===== config.mk =====
export PLATFORM = sky130hd
export DESIGN_NAME = nmea_sentence_field_parser
export DESIGN_NICKNAME = d
export VERILOG_FILES = /design/src/design/nmea_sfp_pkg.sv /design/src/design/nmea_sentence_field_parser.sv
export SDC_FILE = /design/constraint.sdc
export NUM_CORES = 1
export LEC_CHECK = 0
export ABC_AREA = 1
export BUFFER_PORTS_ARGS = -buffer_cell sky130_fd_sc_hd__buf_2
export CAP_MARGIN = 40
export CORE_MARGIN = 2
export CORE_UTILIZATION = 35
export DETAILED_ROUTE_END_ITERATION = 10
export PLACE_DENSITY = 0.58
export SLEW_MARGIN = 10
export SYNTH_ARGS = -nofsm -noshare
export SYNTH_HDL_FRONTEND = slang
export SYNTH_SLANG_ARGS = --single-unit

===== constraint.sdc =====
create_clock -name clk -period 9.4 [get_ports clk]
set_input_delay 0.47 -clock clk [delete_from_list [all_inputs] [get_ports clk]]
set_output_delay 0.47 -clock clk [all_outputs]
set_load 0.05 [all_outputs]

===== src/design/nmea_sfp_pkg.sv =====
package nmea_sfp_pkg;

	// characters of the sentence syntax
	localparam logic [7:0] CH_DOLLAR = 8'h24;
	localparam logic [7:0] CH_COMMA  = 8'h2C;
	localparam logic [7:0] CH_STAR   = 8'h2A;
	localparam logic [7:0] CH_CR     = 8'h0D;
	localparam logic [7:0] CH_LF     = 8'h0A;

	// field index before the first comma
	localparam logic [4:0] NO_FIELD  = 5'd31;
	localparam logic [4:0] POS_MAX   = 5'd31;
	localparam logic [2:0] HDR_BYTES = 3'd5;

	// event kinds
	localparam logic [2:0] EV_NONE  = 3'd0;
	localparam logic [2:0] EV_CHAR  = 3'd1;
	localparam logic [2:0] EV_END   = 3'd2;
	localparam logic [2:0] EV_SUM   = 3'd3;
	localparam logic [2:0] EV_ABORT = 3'd4;

	// configuration register indexes
	localparam logic [1:0] REG_SENTENCE_CODE = 2'd0;
	localparam logic [1:0] REG_FIELD_LIMIT   = 2'd1;
	localparam logic [1:0] REG_CHAR_LIMIT    = 2'd2;

	localparam logic [31:0] SENTENCE_CODE_RST = 32'h434D5250;
	localparam logic [4:0]  FIELD_LIMIT_RST   = 5'd13;
	localparam logic [4:0]  CHAR_LIMIT_RST    = 5'd16;

	typedef struct packed {
		logic        active;
		logic [2:0]  header_count;
		logic [31:0] type_word;
		logic        type_ok;
		logic [4:0]  field_index;
		logic [4:0]  char_index;
		logic        in_checksum;
		logic        hex_high_seen;
		logic [7:0]  received_sum;
		logic [7:0]  running_sum;
	} sfp_state_t;

	typedef struct packed {
		logic [2:0] event_kind;
		logic [4:0] field_number;
		logic [4:0] char_position;
		logic [7:0] char_value;
		logic       checksum_match;
		logic [7:0] computed_sum;
	} sfp_result_t;

	localparam sfp_state_t ST_CLEAR = '{
		active:        1'b0,
		header_count:  3'd0,
		type_word:     32'd0,
		type_ok:       1'b0,
		field_index:   NO_FIELD,
		char_index:    5'd0,
		in_checksum:   1'b0,
		hex_high_seen: 1'b0,
		received_sum:  8'd0,
		running_sum:   8'd0
	};

	// hex digit decode, bit 4 set when the byte is a valid digit
	function automatic logic [4:0] hex_decode(input logic [7:0] b);
		logic [4:0] r;
		r = 5'd0;
		if (b >= 8'h30 && b <= 8'h39) begin
			r = {1'b1, b[3:0]};
		end else if ((b >= 8'h41 && b <= 8'h46) || (b >= 8'h61 && b <= 8'h66)) begin
			r = {1'b1, b[3:0] + 4'd9};
		end
		return r;
	endfunction

endpackage


===== src/design/nmea_sentence_field_parser.sv =====
// Parses a stream of received serial characters, one byte per request, as
// NMEA-0183 style sentences. A '$' starts a sentence; after the talker byte,
// the four type bytes (first type byte in the low byte) are compared with
// sentence_code, and only a matching sentence is reported. Every field
// character then comes out with its field number and position, every ',' or
// '*' reports the end of the field it closes, and after the two hex digits
// that follow '*' a checksum result tells whether they match the XOR of all
// bytes between '$' and '*'. Too many fields, an overlong field, a character
// before the first comma, CR/LF inside a field or a bad checksum digit give a
// sentence-aborted event. Every input byte yields exactly one result request,
// event kind 0 with an all-zero payload when nothing is to be reported. The
// block takes one byte per clock cycle while the sink does not stall. A byte
// sits in the input register until the result slot is free or drained, and
// its result is then offered from the result register. The rate is set by
// the per-byte update of the sentence state; a stalled sink first holds the
// result register, then the input register, and only then stops taking
// bytes. Write configuration only while no byte is in flight.
module nmea_sentence_field_parser (
	input  logic        clk,
	input  logic        arst_n,
	input  logic        s_tvalid,
	output logic        s_tready,
	input  logic [7:0]  s_tdata,   // [7:0] rx_byte
	output logic        m_tvalid,
	input  logic        m_tready,
	output logic [31:0] m_tdata,   // [4:0] field_number, [9:5] char_position,
	                               // [17:10] char_value, [18] checksum_match,
	                               // [26:19] computed_sum, [31:27] zero
	output logic [2:0]  m_tuser,   // [2:0] event_kind
	input  logic        cfg_we,
	input  logic [1:0]  cfg_index,
	input  logic [31:0] cfg_data
);
	import nmea_sfp_pkg::*;

	// configuration registers
	logic [31:0] sentence_code_q;
	logic [4:0]  field_limit_q;
	logic [4:0]  char_limit_q;

	// input stage
	logic        valid_s1;
	logic [7:0]  byte_s1;

	// sentence state
	sfp_state_t  st_q;
	sfp_state_t  nxt;

	// result stage
	logic        valid_s2;
	sfp_result_t res;
	sfp_result_t res_s2;

	logic        advance;
	logic [4:0]  hex;
	logic [4:0]  byte_sel;
	logic [5:0]  field_inc;
	logic [7:0]  sum_full;

	// the input stage moves on when the result slot is free or being drained
	assign advance  = valid_s1 && (!valid_s2 || m_tready);
	assign s_tready = !valid_s1 || advance;

	always_ff @(posedge clk or negedge arst_n) begin
		if (!arst_n) begin
			sentence_code_q <= SENTENCE_CODE_RST;
			field_limit_q   <= FIELD_LIMIT_RST;
			char_limit_q    <= CHAR_LIMIT_RST;
		end else if (cfg_we) begin
			case (cfg_index)
				REG_SENTENCE_CODE: sentence_code_q <= cfg_data;
				REG_FIELD_LIMIT:   field_limit_q   <= cfg_data[4:0];
				REG_CHAR_LIMIT:    char_limit_q    <= cfg_data[4:0];
				default: ;
			endcase
		end
	end

	always_ff @(posedge clk or negedge arst_n) begin
		if (!arst_n) begin
			valid_s1 <= 1'b0;
		end else if (s_tvalid && s_tready) begin
			valid_s1 <= 1'b1;
		end else if (advance) begin
			valid_s1 <= 1'b0;
		end
	end

	always_ff @(posedge clk) begin
		if (s_tvalid && s_tready) begin
			byte_s1 <= s_tdata;
		end
	end

	// per-byte sentence update
	assign hex       = hex_decode(byte_s1);
	assign byte_sel  = {st_q.header_count[1:0] - 2'd1, 3'b000};
	assign field_inc = {1'b0, st_q.field_index} + 6'd1;
	assign sum_full  = st_q.received_sum | {4'b0000, hex[3:0]};

	always_comb begin
		nxt = st_q;
		res = '0;
		if (byte_s1 == CH_DOLLAR) begin
			// restart, any sentence in progress is dropped quietly
			nxt        = ST_CLEAR;
			nxt.active = 1'b1;
		end else if (!st_q.active) begin
			nxt = st_q;
		end else if (st_q.header_count < HDR_BYTES) begin
			// talker byte and four type bytes
			nxt.running_sum  = st_q.running_sum ^ byte_s1;
			if (st_q.header_count != 3'd0) begin
				nxt.type_word[byte_sel +: 8] = st_q.type_word[byte_sel +: 8] | byte_s1;
			end
			nxt.header_count = st_q.header_count + 3'd1;
			if (nxt.header_count == HDR_BYTES) begin
				nxt.type_ok = (nxt.type_word == sentence_code_q);
			end
		end else if (!st_q.type_ok) begin
			// not our sentence type
			nxt.active = 1'b0;
		end else if (st_q.in_checksum) begin
			if (!hex[4]) begin
				nxt.active = 1'b0;
				res = '{EV_ABORT, st_q.field_index, st_q.char_index, byte_s1, 1'b0,
					st_q.running_sum};
			end else if (!st_q.hex_high_seen) begin
				nxt.received_sum  = {hex[3:0], 4'b0000};
				nxt.hex_high_seen = 1'b1;
			end else begin
				nxt.received_sum = sum_full;
				nxt.active       = 1'b0;
				res = '{EV_SUM, st_q.field_index, 5'd0, sum_full,
					sum_full == st_q.running_sum, st_q.running_sum};
			end
		end else if (byte_s1 == CH_COMMA) begin
			// comma past the field limit, or onto the reserved index, aborts
			if (st_q.field_index == NO_FIELD - 5'd1 ||
			    (st_q.field_index != NO_FIELD && field_inc > {1'b0, field_limit_q})) begin
				nxt.active = 1'b0;
				res = '{EV_ABORT, st_q.field_index, st_q.char_index, byte_s1, 1'b0,
					st_q.running_sum};
			end else begin
				nxt.running_sum = st_q.running_sum ^ byte_s1;
				nxt.field_index = field_inc[4:0];
				nxt.char_index  = 5'd0;
				res = '{EV_END, st_q.field_index, st_q.char_index, byte_s1, 1'b0,
					st_q.running_sum ^ byte_s1};
			end
		end else if (byte_s1 == CH_STAR) begin
			// star is outside the checksum
			nxt.in_checksum   = 1'b1;
			nxt.hex_high_seen = 1'b0;
			nxt.char_index    = 5'd0;
			res = '{EV_END, st_q.field_index, st_q.char_index, byte_s1, 1'b0,
				st_q.running_sum};
		end else if (st_q.field_index == NO_FIELD || st_q.char_index > char_limit_q ||
		             byte_s1 == CH_CR || byte_s1 == CH_LF) begin
			nxt.active = 1'b0;
			res = '{EV_ABORT, st_q.field_index, st_q.char_index, byte_s1, 1'b0,
				st_q.running_sum};
		end else begin
			// plain field character, position saturates
			nxt.running_sum = st_q.running_sum ^ byte_s1;
			if (st_q.char_index != POS_MAX) begin
				nxt.char_index = st_q.char_index + 5'd1;
			end
			res = '{EV_CHAR, st_q.field_index, st_q.char_index, byte_s1, 1'b0,
				st_q.running_sum ^ byte_s1};
		end
	end

	always_ff @(posedge clk or negedge arst_n) begin
		if (!arst_n) begin
			st_q <= ST_CLEAR;
		end else if (advance) begin
			st_q <= nxt;
		end
	end

	// result register, refilled while the previous result drains
	always_ff @(posedge clk or negedge arst_n) begin
		if (!arst_n) begin
			valid_s2 <= 1'b0;
		end else if (advance) begin
			valid_s2 <= 1'b1;
		end else if (m_tready) begin
			valid_s2 <= 1'b0;
		end
	end

	always_ff @(posedge clk) begin
		if (advance) begin
			res_s2 <= res;
		end
	end

	assign m_tvalid = valid_s2;
	assign m_tuser  = res_s2.event_kind;
	assign m_tdata  = {5'b00000, res_s2.computed_sum, res_s2.checksum_match,
		res_s2.char_value, res_s2.char_position, res_s2.field_number};

`ifndef NO_ASSERTIONS
	// a checksum result or an abort always ends the sentence
	a_end_idle: assert property (@(posedge clk) disable iff (!arst_n)
		advance && (res.event_kind == EV_SUM || res.event_kind == EV_ABORT)
		|=> !st_q.active)
		else $error("sentence still active after checksum or abort");

	// input stalls only when both stages hold a request and the sink stalls
	a_stall_cause: assert property (@(posedge clk) disable iff (!arst_n)
		!s_tready |-> (valid_s1 && valid_s2 && !m_tready))
		else $error("input stalled without cause");

	// an empty event carries an all-zero payload
	a_none_zero: assert property (@(posedge clk) disable iff (!arst_n)
		m_tvalid && m_tuser == EV_NONE |-> m_tdata == 32'd0)
		else $error("nonzero payload on empty event");

	// field characters only appear inside an open field
	a_char_field: assert property (@(posedge clk) disable iff (!arst_n)
		m_tvalid && m_tuser == EV_CHAR |-> m_tdata[4:0] != NO_FIELD)
		else $error("field character outside a field");
`endif

endmodule

==> flow_metrics.tcl <==
set metrics [dict create \
    status "complete, no violations" \
    synth_xor_area_share_pct 1.435 \
    synth_area_leader_cell "dfrtp_1" \
    dr.pass1.iters 5 \
    syn2layout_area_growth_pct 14.76 \
    synth.avg_cell_area_sq_um 7.587 \
    cts_tree "done" \
    start_util_pct 35.44 \
    endpoint_kind "register" \
    clock.fmax_mhz 300.1 \
    nNetsFinal 1269 \
    swShare_pct 28.77 \
    startpoint_type "register" \
    cts_root_buffer "clkbuf_16" \
    synth_compound_area_share_pct 9.007 \
    fin_crit_ns 3.332 \
    drc 0 \
    wl_um 23370 \
    drt-initial-drc-count 585 \
    vias_per_cell 4.907 \
    layout_common_cells "338 x nand2_1, 144 x inv_1, 125 x nand3_1, 99 x nor2_1, 88 x dfrtp_1" \
    ys_seq_area_share_pct 45.59 \
    maxCapViolations 0 \
    grt_max_degree 62 \
    drive_gt1_share_pct 14.46 \
    ys.flop_type "dfrtp_1" \
    hpwl_um 16920 \
    clock_latency_ns 0.43 \
    clockBufferDepth 2 \
    vias 7527 \
    cts-buffers-inserted 17 \
    cp.required_ns 9.73 \
    critPathMaxFanout 27 \
    cellLeakagePower_nw 4.955 \
    multi_input_area_sq_um 3908 \
    dp_cells 1502 \
    synth_top_area_share_pct 25.78 \
    clock_skew_ns 0.007149 \
    seqCellArea_sq_um 3895 \
    path_class "register to register" \
    netlist_area_sq_um 8543 \
    cts_repair_resize_count 0 \
    r2r_end "st_q[62]$_DFFE_PN0P_" \
    busiest_layer "met2" \
    arrival_ns 3.66 \
    nFillCells 2547 \
    grt_use_met1_pct 25.05 \
    clockPowerShare_pct 40.1 \
    finalCritPeriodShare_pct 35.45 \
    antenna_cells 0 \
    use_met3_pct 3.429 \
    power_frac_seq_pct 46.5 \
    ys_types 48 \
    synth_top_family_by_area "simple AND/OR/NAND/NOR gates" \
    rows 57 \
    cts_setup_buffers 0 \
    wl_per_cell_um 15.23 \
    max_slew_margin_pct 45.34 \
    powerDensity_nw_per_um2 162.3 \
    finalSetupTns_ns 0 \
    irDropWorstVdd_v 0.00009216 \
    power.net_switching_w 0.0004577 \
    postRouteAntennaNets 0 \
    synth_area_leaders "dfrtp_1 26%, nand2_1 15%, edfxtp_1 13%, nand3_1 7.4%, dfstp_2 6.5%" \
    clock-sinks 147 \
    grt_use_met2_pct 30.17 \
    htree_num_levels 4 \
    rr_worst_depth 10 \
    hp-class "primary input to asynchronous set/reset pin" \
    tightestPinTransition_ns 0.8169 \
    setup_violations 0 \
    synth_warnings 0 \
    synth_simple_gate_area_share_pct 30.70 \
    mostFrequentLayoutCell "nand2_1" \
    overflow 0 \
    grt_pass1_vias 7087 \
    grt_first_pass_wirelength_um 37830 \
    track_usage_pct 18.71 \
    muxShareOfSynthArea_pct 0.5272 \
    internal_power_w 0.001133 \
    ys_async_sr_fraction_pct 74.15 \
    dieArea_sq_um 25680 \
    pin_count 84 \
    rsz0062_at_grt "no" \
    port_buffers 78 \
    core_sq_um 24110 \
    die_y_um 160.2 \
    cts_hold_buf 0 \
    antenna_found_initial 0 \
    synth_edf_count 38 \
    synth-seq-cells 147 \
    r2r-start "byte_s1[1]$_DFFE_PP_" \
    synthCells 1126 \
    instances_no_fill 1534 \
    ff2ff_setup_slack_ns 6.07 \
    path_clk_slew_ns 0.06 \
    gp_congestion 0.9669 \
    combPwrFrac_pct 13.4 \
    finalHoldViolCount 0 \
    slew_violations 0 \
    die_w_um 160.2 \
    synthAdderAreaFrac_pct 3.661 \
]
## kinds of logic after synthesis
logic type | count (synthesis)
mux | 4
simple gates | 609
other cells | 1
flops | 147
buf+inv | 190
xor+xnor | 14
compound gates | 136
fa+ha+maj | 25
## critical path, cell delays in order (launching register included)
cell      delay [ns]
edfxtp_1        0.52
inv_1           0.30
ha_1            0.27
inv_1           0.08
nor2_2          0.19
nand3_1         0.15
nand2_1         0.16
nand2_1         0.43
inv_2           0.59
nand2_1         0.30
o22ai_1         0.24
## worst max path at each step
stage	start	endpoint	cells after the start
after floorplan	m_tvalid$_DFFE_PN0P_	st_q[13]$_DFFE_PN0P_	8
after global placement	byte_s1[1]$_DFFE_PP_	st_q[62]$_DFFE_PN0P_	10
after detailed placement	byte_s1[1]$_DFFE_PP_	st_q[62]$_DFFE_PN0P_	10
after CTS	byte_s1[1]$_DFFE_PP_	st_q[62]$_DFFE_PN0P_	10
after global routing	byte_s1[1]$_DFFE_PP_	st_q[62]$_DFFE_PN0P_	10
final	byte_s1[1]$_DFFE_PP_	st_q[62]$_DFFE_PN0P_	10
## power by group through the flow
stage	Sequential (W)	Combinational (W)	Clock, W
CTS	0.000741	0.000216	0.000649
global route	0.000746	0.000241	0.000675
floorplan	0.000785	0.000111	0
global placement	0.000752	0.000213	0
finish	0.000740	0.000213	0.000637
detailed placement	0.000752	0.000214	0
## cell usage after synthesis (all sizes together) (4+ instances only)
| library cell | instances |
|---|---|
| nand3b | 6 |
| nand3 | 128 |
| a21oi | 40 |
| a211oi | 5 |
| nand2 | 348 |
| nor2 | 103 |
| nor3 | 7 |
| ha | 25 |
| o22ai | 17 |
| dfstp | 21 |
| nand4 | 14 |
| buf | 22 |
| mux2 | 4 |
| o21ai | 59 |
| a31oi | 5 |
| edfxtp | 38 |
| clkbuf | 13 |
| dfrtp | 88 |
| inv | 154 |
| xnor2 | 11 |
## flip-flops by register name, indices dropped and copies added, names as in the netlist
signal	flops
st_q	65
sentence_code_q	32
m_tdata	27
byte_s1	8
char_limit_q	5
field_limit_q	5
m_tuser	3
m_tvalid	1
valid_s1	1
## area by class of cell
| cell class | instances | area share (%) |
|---|---|---|
| Clock buffer | 17 | 4.339 |
| Clock inverter | 15 | 1.187 |
| Inverter | 155 | 5.960 |
| Multi-Input combinational cell | 793 | 39.85 |
| Sequential cell | 147 | 39.73 |
| Tap cell | 324 | 4.135 |
| Timing Repair Buffer | 83 | 4.798 |
## per-layer routing
layer	up-vias	wire, um
met5	-	0
met4	0	720
met3	47	1167
met2	240	10850
met1	3470	10630
li1	3770	-
## stage by stage
stage                     hold WS, ns  worst slack [ns]  util [%]  power [W]  instance area [sq um]
after detailed placement       0.4721             6.067     38.43  0.0009665                   9263
after floorplan                0.1744             5.880         -  0.0008963                   8558
after global routing           0.1278             5.827     40.67   0.001661                   9804
after CTS                     0.09590             6.034     40.67   0.001605                   9804
final                         0.07603             6.068     40.67   0.001591                   9804
after global placement         0.4622             5.635     38.20  0.0009648                   9208
No activity file was read; power rests on OpenSTA's default activity.
